File: config.mk
export PLATFORM = sky130hd
export DESIGN_NAME = iafdm_queue
export DESIGN_NICKNAME = d
export VERILOG_FILES = /design/src/rtl/core/iafdm_queue.sv
export SDC_FILE = /design/constraint.sdc
export NUM_CORES = 1
export LEC_CHECK = 0
export BUFFER_PORTS_ARGS = -buffer_cell sky130_fd_sc_hd__buf_2
export CORE_ASPECT_RATIO = 0.8
export CORE_MARGIN = 1.5
export CORE_UTILIZATION = 42
export DETAILED_ROUTE_END_ITERATION = 8
export PLACE_DENSITY = 0.72
export SLEW_MARGIN = 20
export SYNTH_ARGS = -nofsm -noshare
export SYNTH_HDL_FRONTEND = slang
export SYNTH_SLANG_ARGS = --single-unit
File: constraint.sdc
create_clock -name clk -period 2.9 [get_ports clk]
set_input_delay 0.725 -clock clk [delete_from_list [all_inputs] [get_ports clk]]
set_output_delay 0.725 -clock clk [all_outputs]
set_load 0.01 [all_outputs]
File: src/rtl/core/iafdm_queue.sv
// Small synchronous FIFO, used for tasks and results.
module iafdm_queue #(
  parameter int unsigned WIDTH = 8,
  parameter int unsigned DEPTH = 4
) (
  input  logic             clk,
  input  logic             rst_n,
  input  logic [WIDTH-1:0] wr_data,
  input  logic             wr_en,
  output logic             full,
  output logic [WIDTH-1:0] rd_data,
  input  logic             rd_en,
  output logic             empty
);

  localparam int unsigned AW = (DEPTH > 1) ? $clog2(DEPTH) : 1;

  logic [WIDTH-1:0] mem_r [DEPTH];
  logic [AW-1:0]    wp_r, rp_r;
  logic [AW:0]      cnt_r;
  logic             do_wr, do_rd;

  assign full = (cnt_r == (AW+1)'(DEPTH));
  assign empty = (cnt_r == '0);
  assign do_wr = wr_en & ~full;
  assign do_rd = rd_en & ~empty;
  assign rd_data = mem_r[rp_r];

  // Pointers and count
  always_ff @(posedge clk) begin
    if (!rst_n) begin
      wp_r <= '0;
      rp_r <= '0;
      cnt_r <= '0;
    end else begin
      if (do_wr) wp_r <= (wp_r == AW'(DEPTH-1)) ? '0 : wp_r + 1'b1;
      if (do_rd) rp_r <= (rp_r == AW'(DEPTH-1)) ? '0 : rp_r + 1'b1;
      cnt_r <= cnt_r + (AW+1)'(do_wr) - (AW+1)'(do_rd);
    end
  end

  // Storage
  always_ff @(posedge clk) begin
    if (do_wr) mem_r[wp_r] <= wr_data;
  end

endmodule

==> results.sh <==
export IMPL_cts_htree_levels=2
export IMPL_via_count=825
export IMPL_crit_arrival_ns=1.69
export IMPL_final_cell_count_no_fill=175
export IMPL_ir_drop_v=0.000415
export IMPL_grt_start_max_net_pins=14
export IMPL_crit_required_ns=2.17
export IMPL_fmax_mhz=414
export IMPL_cts_clk_slew_worst_paths_ns=0.08
export IMPL_yosysTopAreaCellShare_pct=57.9
export IMPL_area_growth_pct=15.5
export IMPL_cts_setup_buffers=0
export IMPL_end_kind="output port"
export IMPL_syn_cell_area_um2=1660
export IMPL_ys_ff_latch=41
export IMPL_drc=0
export IMPL_finalCriticalPeriod_ns=2.42
export IMPL_period_share_pct=83.4
export IMPL_synth_cells=95
export IMPL_worstSetupPathType="flip-flop to output port"
export IMPL_portBuffers=21
export IMPL_finalClockSkew_ns=0.00885
export IMPL_drt_iter0_drc=99
export IMPL_synth_edf_count=32
export IMPL_power_density_nw_per_um2=839
export IMPL_yosysWarnings=0
export IMPL_slew_headroom_pct=64.1
export IMPL_yosysMostFrequentCell="edfxtp_1"
export IMPL_cts_resized_gates=0
export IMPL_die_width_um=73.3
export IMPL_ys_types=21
export IMPL_drv_slew=0
export IMPL_r2r_end="cnt_r[2]"
export IMPL_synth_nets=115
export IMPL_dpl_cell_count=167
export IMPL_post_place_ws_ns=0.290
export IMPL_r2r_start="cnt_r[2]"
export IMPL_crit_end="rd_data[6]"
export IMPL_setup_viol=0
export IMPL_synthTopCellsByArea="edfxtp_1 (58%), dfxtp_1 (11%), mux4_2 (11%)"
export IMPL_hold_ws_ns=0.512
export IMPL_core_area_um2=3800
export IMPL_clockBufferDepth=2
export IMPL_grt_use_total_pct=14.1
export IMPL_num_antenna_cells=0
export IMPL_fin_ws_ns=0.482
export IMPL_row_count=20
export IMPL_grt_pass1_wl_um=4130
export IMPL_cts_hold_buf=0
export IMPL_reg2regPathDepth=10
export IMPL_hold_path_cell_count=2
export IMPL_cts_tree="built"
export IMPL_post_synth_top_area_cell="edfxtp_1"
export IMPL_synth_ff_type="edfxtp_1"
export IMPL_antenna_found_initial=0
export IMPL_drive_above_1_share_pct=35.0
export IMPL_fin_setup_tns_ns=0
export IMPL_ant_nets=0
export IMPL_dp_hpwl_um=1840
export IMPL_r2r_setup_slack_ns=0.60
export IMPL_hold_start="wp_r[1]"
export IMPL_status="completed"
export IMPL_hold_path_class="flip-flop to flip-flop"
export IMPL_die_h_um=59.2
export IMPL_io_pins=22
export IMPL_ys_async_sr_fraction_pct=0
export IMPL_drv_cap=0
export IMPL_grt_pass1_vias=872
export IMPL_clkSinkCount=41
export IMPL_yosysSeqAreaShare_pct=68.8
export IMPL_gp_congestion=0.787
export IMPL_fin_nets=139
export IMPL_first_pass_iters=6
export IMPL_cts_made_buffers=5
export IMPL_overflow=0
export IMPL_cp_start_kind="flip-flop"
export IMPL_via_per_inst=4.71
export IMPL_clockRootBuffer="clkbuf_8"
export IMPL_ys_top_cells_by_count="edfxtp_1 (32), dfxtp_1 (9), mux4_2 (8), ha_1 (7), inv_1 (7)"
export IMPL_leakage_nw=0.705
export IMPL_drt_total_wl_um=2610
export IMPL_die_area_um2=4340
export IMPL_worst_slew_pin_slew_ns=0.538
export IMPL_wl_per_cell_um=14.9
export IMPL_total_power_mw=1.61
export IMPL_initial_core_util_pct=43.6
export IMPL_clk_latency_ns=0.29
export IMPL_hold_viol_final=0
export IMPL_rsz0062_at_grt="no"
export IMPL_crit_fanout=8
export IMPL_synth_area_per_cell_um2=17.5
[metrics by stage]
| step | area, um2 | utilization, % |
|---|---|---|
| floorplan | 1660 | - |
| global placement | 1810 | 47.6 |
| detailed placement | 1810 | 47.6 |
| CTS | 1920 | 50.4 |
| global route | 1920 | 50.4 |
| finish | 1920 | 50.4 |
[final cells by class]
cell class / instances / area [um2]
fill: 349 / 1890
sequential: 41 / 1140
multi-input combinational: 43 / 468
timing repair buffer: 21 / 105
clock buffer: 6 / 72.6
tap: 55 / 68.8
clock inverter: 2 / 35.0
inverter: 7 / 26.3
[sequential cells by signal (all words and copies together) (netlist names), named ones only]
signal	cells
mem_r	32
cnt_r	3
rp_r	2
wp_r	2
[worst min path at each step]
stage                     slack [ns]       to
after floorplan                 0.47  wp_r[1]
after global routing            0.57  wp_r[1]
after detailed placement        0.51  wp_r[1]
after CTS                       0.52  wp_r[1]
after global placement          0.49  wp_r[1]
final                           0.51  wp_r[1]
[metal layers]
| metal | track usage [%] | up-vias | routed length (um) |
|---|---|---|---|
| li1 | - | 394 | - |
| met1 | 15.7 | 411 | 1070 |
| met2 | 24.0 | 15 | 1380 |
| met3 | 6.12 | 5 | 123 |
| met4 | 5.66 | 0 | 42 |
| met5 | 0 | - | 0 |
[power by group]
part	switching, mW	internal, mW
sequential	0.0758	0.722
combinational	0.174	0.198
clock	0.184	0.255
total	0.434	1.18
[worst max-delay path, cell delays in order, from the launching register on]
cell and delay (ns):
dfxtp_1 0.66, mux4_2 0.58, buf_2 0.15
[cells by family (layout without fill, tap and decap cells)]
group | after synthesis | in the layout | synth area share (%)
AO/OA/AOI/OAI | 3 | 3 | 1.36
XOR/XNOR | 2 | 2 | 1.06
adder cells (fa/ha/maj) | 8 | 8 | 6.49
buffers and inverters | 11 | 36 | 3.02
flip-flops | 41 | 41 | 68.8
multiplexers | 10 | 10 | 12.1
AND/OR/NAND/NOR | 20 | 20 | 7.24
[cell usage in the layout (no fill, tap or decap), types with 2 or more instances in the layout]
cell / n
dfxtp_1: 9
nand3_1: 2
ha_1: 7
edfxtp_1: 32
clkbuf_8: 5
inv_1: 7
nor2_1: 2
and2_1: 4
mux4_2: 8
o21ai_0: 2
xnor2_1: 2
buf_2: 21
mux2i_1: 2
and2_2: 3
nand2_1: 6
(Power assumes the default switching activity.)
